`src/sams_pkg.sv`:
```
// Shared types and constants for the shared-array multi-stack unit.
package sams_pkg;

   // Field widths fixed by the request and response formats
   localparam int STACK_COUNT_W = 4;
   localparam int STACK_ID_W    = 4;
   localparam int VALUE_W       = 32;
   localparam int STATUS_W      = 2;

   localparam logic [STACK_COUNT_W-1:0] STACK_COUNT_RESET = 4'd8;

   // Request commands
   localparam logic CMD_PUSH = 1'b0;
   localparam logic CMD_POP  = 1'b1;

   // Response status codes
   typedef logic [STATUS_W-1:0] status_type;
   localparam status_type STATUS_OK        = 2'd0;
   localparam status_type STATUS_INVALID   = 2'd1;
   localparam status_type STATUS_OVERFLOW  = 2'd2;
   localparam status_type STATUS_UNDERFLOW = 2'd3;

   // Value returned by a pop that fails
   localparam logic [VALUE_W-1:0] POP_ERR_VALUE = 32'h8000_0000;

   // Sequencer states
   typedef enum logic [1:0] {
      S_IDLE,
      S_LOOKUP,
      S_POP_READ
   } state_type;

   // Free-list update for one request
   typedef struct packed {
      logic take;
      logic give;
   } fl_op_type;

endpackage

```
`src/sams_req_if.sv`:
```
// Request channel: command, stack number and value to push.
interface sams_req_if;
   import sams_pkg::*;

   logic                       valid;
   logic                       ready;
   logic                       command;
   logic [STACK_ID_W-1:0]      stack_id;
   logic signed [VALUE_W-1:0]  push_value;

   modport source (output valid, output command, output stack_id, output push_value,
                   input ready);
   modport sink   (input valid, input command, input stack_id, input push_value,
                   output ready);
endinterface

```
`src/sams_rsp_if.sv`:
```
// Response channel: status and popped value.
interface sams_rsp_if;
   import sams_pkg::*;

   logic                       valid;
   logic                       ready;
   logic [STATUS_W-1:0]        status;
   logic signed [VALUE_W-1:0]  pop_value;

   modport source (output valid, output status, output pop_value, input ready);
   modport sink   (input valid, input status, input pop_value, output ready);
endinterface

```
`src/sams_ram.sv`:
```
// Generic single-port-write, single-port-read RAM with registered read data.
module sams_ram #(
   parameter int WIDTH = 32,
   parameter int DEPTH = 64,
   localparam int AW = (DEPTH > 1) ? $clog2(DEPTH) : 1
) (
   input  logic             clock,
   input  logic             we,
   input  logic [AW-1:0]    waddr,
   input  logic [WIDTH-1:0] wdata,
   input  logic             re,
   input  logic [AW-1:0]    raddr,
   output logic [WIDTH-1:0] rdata
);
   logic [WIDTH-1:0] mem_ff [DEPTH];
   logic [WIDTH-1:0] rdata_ff;

   always_ff @(posedge clock) begin
      if (we) begin
         mem_ff[waddr] <= wdata;
      end
      if (re) begin
         rdata_ff <= mem_ff[raddr];
      end
   end

   assign rdata = rdata_ff;
endmodule

```
`src/sams_free_list.sv`:
```
// Free-list head and fresh-entry watermark; entries at or above the
// watermark were never taken and their successor is taken to be i+1.
module sams_free_list #(
   parameter int CAPACITY = 64,
   localparam int LINK_W = $clog2(CAPACITY + 1)
) (
   input  logic                  clock,
   input  logic                  reset,
   input  sams_pkg::fl_op_type   op,
   input  logic [LINK_W-1:0]     link_in,
   output logic [LINK_W-1:0]     head,
   output logic                  head_fresh
);
   import sams_pkg::*;

   logic [LINK_W-1:0] head_ff, head_in;
   logic [LINK_W-1:0] fresh_ff, fresh_in;

   assign head_fresh = (head_ff >= fresh_ff);
   assign head       = head_ff;

   // take: head moves to its successor; give: returned entry becomes head
   always_comb begin
      head_in  = head_ff;
      fresh_in = fresh_ff;
      if (op.take) begin
         if (head_fresh) begin
            head_in  = head_ff + LINK_W'(1);
            fresh_in = head_ff + LINK_W'(1);
         end else begin
            head_in = link_in;
         end
      end else if (op.give) begin
         head_in = link_in;
      end
   end

   always_ff @(posedge clock) begin
      if (reset) begin
         head_ff  <= '0;
         fresh_ff <= '0;
      end else begin
         head_ff  <= head_in;
         fresh_ff <= fresh_in;
      end
   end
endmodule

```
`src/shared_array_multi_stack_unit.sv`:
```
// A push or any error response is loaded into the response register from the
// lookup state, a good pop from the pop-read state after it; either waits
// there while the output register is full. A new request is taken only in idle.
// A finished response may wait in the output register while the next
// request is taken. Reset is synchronous: the stack count goes to 8, every
// stack empties and the free list restarts at entry 0.
module shared_array_multi_stack_unit #(
   parameter int CAPACITY   = 64,
   parameter int MAX_STACKS = 8
) (
   input  logic                                 clock,
   input  logic                                 reset,
   input  logic                                 csr_write_enable,
   input  logic [sams_pkg::STACK_COUNT_W-1:0]   csr_write_data,
   sams_req_if.sink                             req_bus,
   sams_rsp_if.source                           rsp_bus
);
   import sams_pkg::*;

   localparam int LINK_W   = $clog2(CAPACITY + 1);
   localparam int ENTRY_AW = $clog2(CAPACITY);
   localparam int SLOT_AW  = (MAX_STACKS > 1) ? $clog2(MAX_STACKS) : 1;
   localparam int ENTRY_W  = VALUE_W + LINK_W;
   localparam logic [LINK_W-1:0] NIL_LINK = LINK_W'(CAPACITY);

   state_type                 state_ff, state_in;
   logic [STACK_COUNT_W-1:0]  stack_count_ff;

   // Request held while it is worked on
   logic                      cmd_ff;
   logic [VALUE_W-1:0]        value_ff;
   logic                      invalid_ff;
   logic                      top_valid_rd_ff;
   logic [LINK_W-1:0]         entry_ff, entry_in;
   logic [SLOT_AW-1:0]        slot_ff;

   logic [MAX_STACKS-1:0]     top_valid_ff;

   // Response register
   logic                      rsp_valid_ff;
   status_type                rsp_status_ff, rsp_status_in;
   logic [VALUE_W-1:0]        rsp_value_ff, rsp_value_in;
   logic                      rsp_load;

   logic                      req_accept;
   logic                      out_free;
   logic                      req_invalid;

   // Store ports
   logic                      top_we;
   logic [LINK_W-1:0]         top_wdata, top_rdata;
   logic                      entry_we, entry_re;
   logic [ENTRY_AW-1:0]       entry_waddr, entry_raddr;
   logic [ENTRY_W-1:0]        entry_wdata, entry_rdata;

   // Free list
   fl_op_type                 fl_op;
   logic [LINK_W-1:0]         fl_link, fl_head;
   logic                      fl_head_fresh;

   logic [LINK_W-1:0]         top_link_raw, top_link;
   logic [LINK_W-1:0]         ent_link_raw, ent_link;
   logic [VALUE_W-1:0]        ent_value;
   logic                      head_nil;

   assign req_accept    = req_bus.valid && req_bus.ready;
   assign req_bus.ready = (state_ff == S_IDLE);
   assign out_free      = !rsp_valid_ff || rsp_bus.ready;

   // Id check against min(stack_count, MAX_STACKS)
   assign req_invalid = (32'(req_bus.stack_id) >= 32'(stack_count_ff)) ||
                        (32'(req_bus.stack_id) >= 32'(MAX_STACKS));

   // Stack top store; unwritten slots read as empty through the valid bits
   sams_ram #(.WIDTH(LINK_W), .DEPTH(MAX_STACKS)) u_top_ram (
      .clock (clock),
      .we    (top_we),
      .waddr (slot_ff),
      .wdata (top_wdata),
      .re    (req_accept),
      .raddr (SLOT_AW'(req_bus.stack_id)),
      .rdata (top_rdata)
   );

   // Entry store: value and link side by side
   sams_ram #(.WIDTH(ENTRY_W), .DEPTH(CAPACITY)) u_entry_ram (
      .clock (clock),
      .we    (entry_we),
      .waddr (entry_waddr),
      .wdata (entry_wdata),
      .re    (entry_re),
      .raddr (entry_raddr),
      .rdata (entry_rdata)
   );

   sams_free_list #(.CAPACITY(CAPACITY)) u_free_list (
      .clock      (clock),
      .reset      (reset),
      .op         (fl_op),
      .link_in    (fl_link),
      .head       (fl_head),
      .head_fresh (fl_head_fresh)
   );

   // Decode read data; any link at or above capacity is null
   assign top_link_raw = top_valid_rd_ff ? top_rdata : NIL_LINK;
   assign top_link     = (top_link_raw >= NIL_LINK) ? NIL_LINK : top_link_raw;
   assign ent_link_raw = fl_head_fresh && (state_ff == S_LOOKUP) ?
                         fl_head + LINK_W'(1) : entry_rdata[LINK_W-1:0];
   assign ent_link     = (ent_link_raw >= NIL_LINK) ? NIL_LINK : ent_link_raw;
   assign ent_value    = entry_rdata[ENTRY_W-1:LINK_W];
   assign head_nil     = (fl_head >= NIL_LINK);

   // Sequencer: read stores, then write back and load the response
   always_comb begin
      state_in      = state_ff;
      top_we        = 1'b0;
      top_wdata     = fl_head;
      entry_we      = 1'b0;
      entry_waddr   = fl_head[ENTRY_AW-1:0];
      entry_wdata   = {value_ff, top_link};
      entry_re      = 1'b0;
      entry_raddr   = fl_head[ENTRY_AW-1:0];
      entry_in      = entry_ff;
      fl_op         = '0;
      fl_link       = ent_link;
      rsp_load      = 1'b0;
      rsp_status_in = STATUS_OK;
      rsp_value_in  = '0;
      unique case (state_ff)
         S_IDLE: begin
            // read the free-list head entry along with the stack top
            if (req_accept) begin
               entry_re = 1'b1;
               state_in = S_LOOKUP;
            end
         end
         S_LOOKUP: begin
            if (cmd_ff == CMD_PUSH) begin
               if (out_free) begin
                  rsp_load = 1'b1;
                  state_in = S_IDLE;
                  if (invalid_ff) begin
                     rsp_status_in = STATUS_INVALID;
                  end else if (head_nil) begin
                     rsp_status_in = STATUS_OVERFLOW;
                  end else begin
                     entry_we  = 1'b1;
                     top_we    = 1'b1;
                     fl_op.take = 1'b1;
                  end
               end
            end else if (invalid_ff || (top_link == NIL_LINK)) begin
               if (out_free) begin
                  rsp_load      = 1'b1;
                  rsp_value_in  = POP_ERR_VALUE;
                  rsp_status_in = invalid_ff ? STATUS_INVALID : STATUS_UNDERFLOW;
                  state_in      = S_IDLE;
               end
            end else begin
               // fetch the top entry for the pop
               entry_re    = 1'b1;
               entry_raddr = top_link[ENTRY_AW-1:0];
               entry_in    = top_link;
               state_in    = S_POP_READ;
            end
         end
         S_POP_READ: begin
            if (out_free) begin
               rsp_load      = 1'b1;
               rsp_value_in  = ent_value;
               entry_we      = 1'b1;
               entry_waddr   = entry_ff[ENTRY_AW-1:0];
               entry_wdata   = {ent_value, fl_head};
               top_we        = 1'b1;
               top_wdata     = ent_link;
               fl_op.give    = 1'b1;
               fl_link       = entry_ff;
               state_in      = S_IDLE;
            end
         end
         default: begin
            state_in = S_IDLE;
         end
      endcase
   end

   // Control registers
   always_ff @(posedge clock) begin
      if (reset) begin
         state_ff       <= S_IDLE;
         stack_count_ff <= STACK_COUNT_RESET;
         rsp_valid_ff   <= 1'b0;
         top_valid_ff   <= '0;
      end else begin
         state_ff <= state_in;
         if (csr_write_enable) begin
            stack_count_ff <= csr_write_data;
         end
         if (rsp_load) begin
            rsp_valid_ff <= 1'b1;
         end else if (rsp_bus.ready) begin
            rsp_valid_ff <= 1'b0;
         end
         if (top_we) begin
            top_valid_ff[slot_ff] <= 1'b1;
         end
      end
   end

   // Payload registers
   always_ff @(posedge clock) begin
      if (req_accept) begin
         cmd_ff          <= req_bus.command;
         slot_ff         <= SLOT_AW'(req_bus.stack_id);
         value_ff        <= req_bus.push_value;
         invalid_ff      <= req_invalid;
         top_valid_rd_ff <= top_valid_ff[SLOT_AW'(req_bus.stack_id)];
      end
      entry_ff <= entry_in;
      if (rsp_load) begin
         rsp_status_ff <= rsp_status_in;
         rsp_value_ff  <= rsp_value_in;
      end
   end

   assign rsp_bus.valid     = rsp_valid_ff;
   assign rsp_bus.status    = rsp_status_ff;
   assign rsp_bus.pop_value = $signed(rsp_value_ff);
endmodule

```
`src/flat_wrapper.sv`:
```
// flat-port wrapper written by rule: the top's interface ports become plain ports
module shared_array_multi_stack_unit_flat import sams_pkg::*;
#(
   parameter int CAPACITY   = 64,
   parameter int MAX_STACKS = 8
)
  (clock, reset, csr_write_enable, csr_write_data, req_bus_valid, req_bus_command, req_bus_stack_id, req_bus_push_value, req_bus_ready, rsp_bus_valid, rsp_bus_status, rsp_bus_pop_value, rsp_bus_ready);
  sams_req_if req_bus_i ();
  sams_rsp_if rsp_bus_i ();
  input  logic clock;
  input  logic reset;
  input  logic csr_write_enable;
  input  logic [sams_pkg::STACK_COUNT_W-1:0] csr_write_data;
  input wire logic [$bits(req_bus_i.valid)-1:0] req_bus_valid;
  input wire logic [$bits(req_bus_i.command)-1:0] req_bus_command;
  input wire logic [$bits(req_bus_i.stack_id)-1:0] req_bus_stack_id;
  input wire logic [$bits(req_bus_i.push_value)-1:0] req_bus_push_value;
  output wire logic [$bits(req_bus_i.ready)-1:0] req_bus_ready;
  output wire logic [$bits(rsp_bus_i.valid)-1:0] rsp_bus_valid;
  output wire logic [$bits(rsp_bus_i.status)-1:0] rsp_bus_status;
  output wire logic [$bits(rsp_bus_i.pop_value)-1:0] rsp_bus_pop_value;
  input wire logic [$bits(rsp_bus_i.ready)-1:0] rsp_bus_ready;
  assign req_bus_i.valid = req_bus_valid;
  assign req_bus_i.command = req_bus_command;
  assign req_bus_i.stack_id = req_bus_stack_id;
  assign req_bus_i.push_value = req_bus_push_value;
  assign req_bus_ready = req_bus_i.ready;
  assign rsp_bus_valid = rsp_bus_i.valid;
  assign rsp_bus_status = rsp_bus_i.status;
  assign rsp_bus_pop_value = rsp_bus_i.pop_value;
  assign rsp_bus_i.ready = rsp_bus_ready;
  shared_array_multi_stack_unit #(.CAPACITY(CAPACITY), .MAX_STACKS(MAX_STACKS)) u_core (.clock(clock), .reset(reset), .csr_write_enable(csr_write_enable), .csr_write_data(csr_write_data), .req_bus(req_bus_i), .rsp_bus(rsp_bus_i));
endmodule
```
`config.mk`:
```
export PLATFORM = sky130hd
export DESIGN_NAME = shared_array_multi_stack_unit_flat
export DESIGN_NICKNAME = d
export VERILOG_FILES = /design/src/sams_pkg.sv /design/src/sams_req_if.sv /design/src/sams_rsp_if.sv /design/src/sams_ram.sv /design/src/sams_free_list.sv /design/src/shared_array_multi_stack_unit.sv /design/src/flat_wrapper.sv
export SDC_FILE = /design/constraint.sdc
export NUM_CORES = 2
export LEC_CHECK = 0
export BUFFER_PORTS_ARGS = -buffer_cell sky130_fd_sc_hd__buf_4
export CORE_ASPECT_RATIO = 1.2
export CORE_MARGIN = 4
export CORE_UTILIZATION = 35
export DETAILED_ROUTE_END_ITERATION = 8
export PLACE_DENSITY = 0.6
export SYNTH_ARGS = -nofsm -noshare
export SYNTH_HDL_FRONTEND = slang
export SYNTH_SLANG_ARGS = --single-unit
```
`constraint.sdc`:
```
create_clock -name clock -period 10.1 [get_ports clock]
set_input_delay 2.02 -clock clock [delete_from_list [all_inputs] [get_ports clock]]
set_output_delay 2.02 -clock clock [all_outputs]
set_load 0.005 [all_outputs]
```
# Word level (Yosys, flattened, before mapping)
# Memory sizes are Yosys's and may differ from the RTL's. A register that Yosys moved wholly into a read port is not among the register bits.
# Cells that the tools add are included.
dict set report totals {
  regBits 108
  latch_bits 0
  ram_bits 2552
  mem_bits_ro 0
  input_bits 46
  n_memories 2
}
# name words word_bits read_ports rd_clocked_by_memory_dff wr line
set mem_list {}
lappend mem_list {u_core.u_entry_ram.mem_ff 64 39 1 1 1 sams_ram.sv:15} ;# logic [WIDTH-1:0] mem_ff [DEPTH];
lappend mem_list {u_core.u_top_ram.mem_ff 8 7 1 1 1 sams_ram.sv:15}
dict set report classes {
  addsub 1
  n_mul 0
  n_div 0
  magnitude_cmp 9
  n_eq_ne 4
  n_shift 0
  muxes 58
  bitwise_logic 2
  n_reduce_logical 12
}
# op n
set ops {}
lappend ops {{$mux 32} 4}
lappend ops {{$mux 39} 2}
lappend ops {{$mux 7} 11}
lappend ops {{$pmux 32 s2} 1}
lappend ops {{$mux 6} 5}
lappend ops {{$mux 2} 11}
lappend ops {{$ge 7x7->1 const B} 3}
lappend ops {{$mux 1} 18}
lappend ops {{$lt 3x4->1 const B} 2}
lappend ops {{$or 8x8->8} 1}
lappend ops {{$add 7x1->7 const B} 1}
lappend ops {{$eq 7x7->1 const B} 1}
lappend ops {{$ge 7x7->1} 1}
lappend ops {{$pmux 1 s2} 3}
lappend ops {{$pmux 2 s3} 1}
lappend ops {{$ge 4x4->1} 1}
lappend ops {{$ge 4x4->1 const B} 1}
lappend ops {{$reduce_bool 2->1} 2}
lappend ops {{$bmux 1 s3} 1}
lappend ops {{$demux 1 s3} 1}
lappend ops {{$ge 3x1->1 const B} 1}
lappend ops {{$logic_and 1x1->1} 3}
lappend ops {{$logic_or 1x1->1} 3}
lappend ops {{$reduce_and 3->1} 1}
lappend ops {{other kinds (7)} 7}

# Longest topological paths before layout
dict set report logic_depth {
  word_depth 9
  mapped_depth 18
}

# By module
# From an unflattened synthesis, not the netlist that was laid out.
dict set report hier_totals {
  cells_unflattened 4706
  area_unflattened_um2 103596.9
}
# mod n_inst cells_each area_each_um2 seq_area_each_um2
set by_module_without_submodules {}
lappend by_module_without_submodules {{sams_ram (u_core.u_entry_ram)} 1 4059 95746.8 76123.0}
lappend by_module_without_submodules {shared_array_multi_stack_unit 1 442 4548.1 2672.6}
lappend by_module_without_submodules {{sams_ram (u_core.u_top_ram)} 1 101 2436.1 1891.8}
lappend by_module_without_submodules {sams_free_list 1 104 865.8 280.3}

# Worst setup path before layout
# No wires, ideal clock.
dict set report synth_timing {
  kind {input-to-reg}
  from {input port rsp_bus_ready}
  to {memory u_core.u_entry_ram.mem_ff[0][0] in the netlist's numbering (data pin)}
  t_arrival_ps 5479
  required_time_ps 9398
  setup_slack_ps 3919
  cell_stages 6
  path_buffers 3
  path_cell_list {nand2b_1 > and2_0 > clkbuf_1 > clkbuf_1 > clkbuf_1 > o21ai_0}
}
dict set report synth_between {
  elab_chain_len 3
}
# element line
set synth_rtl {}
lappend synth_rtl {{start: declaration} flat_wrapper.sv:22} ;# input wire logic [$bits(rsp_bus_i.ready)-1:0] rsp_bus_ready;
lappend synth_rtl {{$logic_or 1x1->1} shared_array_multi_stack_unit.sv:68} ;# assign out_free = !rsp_valid_ff || rsp_bus.ready;
lappend synth_rtl {{$mux 39} shared_array_multi_stack_unit.sv:169} ;# if (out_free) begin
lappend synth_rtl {{$mux 39} shared_array_multi_stack_unit.sv:130} ;# unique case (state_ff)
lappend synth_rtl {{named net u_core.entry_wdata[0]} shared_array_multi_stack_unit.sv:54} ;# logic [ENTRY_W-1:0] entry_wdata, entry_rdata;
lappend synth_rtl {{end: declaration} sams_ram.sv:15}
# The timed path passes the listed nets, and every way through them passes these cells.

# Final worst setup path
dict set report layout_timing {
  from {register u_core.u_top_ram.rdata_ff[6], in the netlist u_core.u_top_ram.rdata[6] (read register of u_core.u_top_ram.mem_ff)}
  to {register u_core.u_entry_ram.rdata_ff[28], in the netlist u_core.u_entry_ram.rdata[28] (read register of u_core.u_entry_ram.mem_ff) (data pin)}
}
dict set report layout_between {
  elab_chain_len 8
  elab_cells_between_ends 11
  classes_between {1 x order compare; 1 x eq/ne; 8 x mux; 1 x reduce/logical}
}
# element line
set layout_rtl {}
lappend layout_rtl {{start: declaration} sams_ram.sv:16} ;# logic [WIDTH-1:0] rdata_ff;
lappend layout_rtl {{$mux 7 (*)} shared_array_multi_stack_unit.sv:106} ;# assign top_link_raw = top_valid_rd_ff ? top_rdata : NIL_LINK;
lappend layout_rtl {{$ge 7x7->1} shared_array_multi_stack_unit.sv:107} ;# assign top_link = (top_link_raw >= NIL_LINK) ? NIL_LINK : top_link_raw;
lappend layout_rtl {{$mux 7 (*)} shared_array_multi_stack_unit.sv:107}
lappend layout_rtl {{$eq 7x7->1} shared_array_multi_stack_unit.sv:153} ;# end else if (invalid_ff || (top_link == NIL_LINK)) begin
lappend layout_rtl {{$logic_or 1x1->1} shared_array_multi_stack_unit.sv:153}
lappend layout_rtl {{$mux 1 or $mux 6 (tied branches)} shared_array_multi_stack_unit.sv:153}
lappend layout_rtl {{$mux 1 or $mux 6 (tied branches)} shared_array_multi_stack_unit.sv:139} ;# if (cmd_ff == CMD_PUSH) begin
lappend layout_rtl {{$pmux 1 s2 or $mux 6 (tied branches)} shared_array_multi_stack_unit.sv:130}
lappend layout_rtl {{end: declaration} sams_ram.sv:16}
# Mark *: on every way between the ends. The rest lies on a longest branch, timed or not.
# A chain may end at the register's enable or synchronous reset.

==> impl_metrics.ini <==
[timing]
period_needed_ps = 5843
hold_viol_final = 0
tns_ps = 0
setup_violations = 0
fmax_mhz = 171.1
worstMarginPinSlew_ps = 1422
fin_crit_sh_pct = 57.85
slew-limit-headroom_pct = 4.399
setup_ws_ps = 4257
finClkSkew_ps = 62.63
finalMaxSlewViolations = 0
grt_setup_unrepaired = no

[clock_network]
clk_path_buf_depth = 4
root_buffer = clkbuf_16
post-cts-setup-buffers = 0
cts_resized = 0
cts_buffers = 243
cts_num_sinks = 2706
cts_hold_buf = 0
htree_levels = 4
clock_latency_ps = 930
cts_tree = built
clk_pin_slew_worst_paths_ps = 70

[floorplanning]
start_util_pct = 35.19
die_area_um2 = 310300
dieWidth_um = 509.1
core_area_um2 = 299800
ios = 82
row_count = 220
dieHeight_um = 609.4

[worst_setup_path]
startpoint = u_core.u_top_ram.rdata[6]$_DFFE_PP_
cp-end-kind = flop
regToRegStartpoint = u_core.u_top_ram.rdata[6]$_DFFE_PP_
critPathLaunchType = flop
cp.arrival_ps = 6500
crit_fanout = 37
criticalPathCategory = reg2reg
cp.required_ps = 10760

[global_routing]
grt_max_degree = 116
grt_overflow = 0
grt_usage_pct = 20.80
grt_pass1_vias = 59560
antenna_found_initial = 26
grt_pass1_wl_um = 463100

[final_layout]
drive_above_1_share_pct = 14.44
fin_area_um2 = 119800
final_cell_mix = 2677 x edfxtp_1, 1186 x nand2_1, 463 x a21oi_1
fin_nets = 6832
instances_no_fill = 10970
area_growth_syn_to_layout_pct = 13.61
final_common_cell = edfxtp_1

[synthesis]
ys_seq_area_share_pct = 76.76
async_flop_share_pct = 0
synth.avg_cell_area_um2 = 15.96
synthCells = 6607
synth_nets = 6669
yosys_warnings = 0
ys.flop_type = edfxtp_1
synth_edf_count = 2677
synthesis.area_um2 = 105500
synth_seq_cells = 2706
netlist-cell-type-count = 80

[placed_design]
place_area_um2 = 112300
dp_hpwl_um = 194600
gp_congestion = 0.9683
pre_cts_ws_ps = 3975
port_buffers = 81
numPlacedInstances = 10520

[route]
drc_errors = 0
drt-wirelength-per-cell_um = 30.32
routed_via_density = 5.697
drtIter0Drc = 9295
via_count = 62510
routed_wl_um = 332700
first_pass_iters = 8
antenna_left = 0

[power_and_ir_drop]
power_leakage_nw = 38.88
irDropWorstVdd_v = 0.0001537
power.density_nw_per_um2 = 187.9

[hold_path]
hold_path_startpoint = u_core.u_free_list.fresh_ff[1]$_SDFFE_PP0P_
hold_class = reg2reg

[status]
status = completed

[job]
maxCapViolations = 0
==> critical path: stages, from the launching register on <==
cell and delay, ps:
edfxtp_1 510, or3b_1 600, o21ai_2 300, and2_4 550
buf_4 630, buf_4 560, mux4_2 570, a2111oi_1 1090
o32ai_1 360, a211o_1 350
==> layer usage <==
metal  track usage, %  share of wire, %
met5                0             0.022
met2            32.31                46
met1            27.21                37
met4            11.49               6.4
met3            4.432                10
==> state kept, by name (all words and copies together) (netlist names), 8 cells and up <==
register and count:
u_core.value_ff 32, u_core.u_entry_ram.mem_ff 2496, u_core.u_entry_ram.rdata 39, u_core.rsp_bus.pop_value 32, u_core.top_valid_ff 8, u_core.u_top_ram.mem_ff 56
==> Yosys cell counts, types with 5 or more instances <==
master	count	area share, %
edfxtp_1	2677	76
nand2_1	1225	4.4
a21oi_1	464	2.2
mux2i_1	390	3.7
clkbuf_1	197	0.70
o22ai_1	196	1.2
mux4_2	147	3.1
nor4_1	140	0.83
nor2_1	126	0.45
and3_1	105	0.62
buf_2	96	0.46
a31oi_1	63	0.37
a211oi_1	61	0.43
o21ai_0	61	0.29
a22oi_1	58	0.41
nand3_1	55	0.26
buf_1	52	0.19
a2111oi_0	49	0.41
nand4_1	49	0.29
buf_4	30	0.21
dfxtp_1	29	0.55
o221ai_1	27	0.22
inv_1	25	0.089
buf_6	24	0.26
mux2_2	21	0.22
nor3_1	20	0.095
o22a_1	17	0.14
ha_1	16	0.19
and2_1	12	0.071
a221oi_1	10	0.083
a22o_1	10	0.083
o2111ai_1	10	0.083
nand2b_1	9	0.053
nor2b_1	9	0.053
o221a_2	8	0.085
o31ai_1	8	0.057
nand3b_1	7	0.050
a311oi_1	6	0.050
o21ai_1	6	0.028
o32a_1	6	0.057
o211ai_1	5	0.036
o41ai_1	5	0.042
or4_1	5	0.036
==> final timing paths <==
path                                                                     to  depth (start not counted)  slack [ps]
worst max-delay path                 u_core.u_entry_ram.rdata[28]$_DFFE_PP_                          9        4260
worst min-delay path            u_core.u_free_list.fresh_ff[1]$_SDFFE_PP0P_                          2         460
worst max register to register       u_core.u_entry_ram.rdata[28]$_DFFE_PP_                          9        4260
worst min register to register  u_core.u_free_list.fresh_ff[1]$_SDFFE_PP0P_                          2         460
==> stage by stage <==
| step | util (%) | hold WS [ps] | power (mW) |
|---|---|---|---|
| finish | 39.98 | 460.1 | 22.52 |
| floorplan | - | 434.8 | 13.17 |
| global route | 39.96 | 486.1 | 23.11 |
| detailed placement | 37.46 | 451.0 | 13.76 |
| global placement | 37.43 | 445.5 | 13.75 |
| CTS | 39.96 | 460.0 | 22.61 |
==> cell families after synthesis <==
family | share of synthesized area (%)
AO/OA/AOI/OAI | 6.633
XOR/XNOR | 0.03322
adder cells (fa/ha/maj) | 0.1898
buffers and inverters | 1.981
flip-flops | 76.76
multiplexers | 7.077
AND/OR/NAND/NOR | 7.324
==> layout make-up <==
cell class / count / area, um2
Sequential cell: 2706 / 80970
Antenna cell: 17 / 42.54
Tap cell: 3996 / 5000
Timing Repair Buffer: 322 / 2589
Fill cell: 26900 / 179900
Inverter: 25 / 93.84
Clock buffer: 311 / 6467
Multi-Input combinational cell: 3472 / 23650
Clock inverter: 123 / 1033
==> report_power, final <==
group / total, mW / leakage [nW] / switching (mW) / internal (mW)
sequential: 12.5 / 24.4 / 0.0587 / 12.4
combinational: 1.08 / 10.8 / 0.832 / 0.252
clock: 8.97 / 3.68 / 4.05 / 4.93
total: 22.5 / 38.9 / 4.94 / 17.6
(Power assumes the default switching activity.)
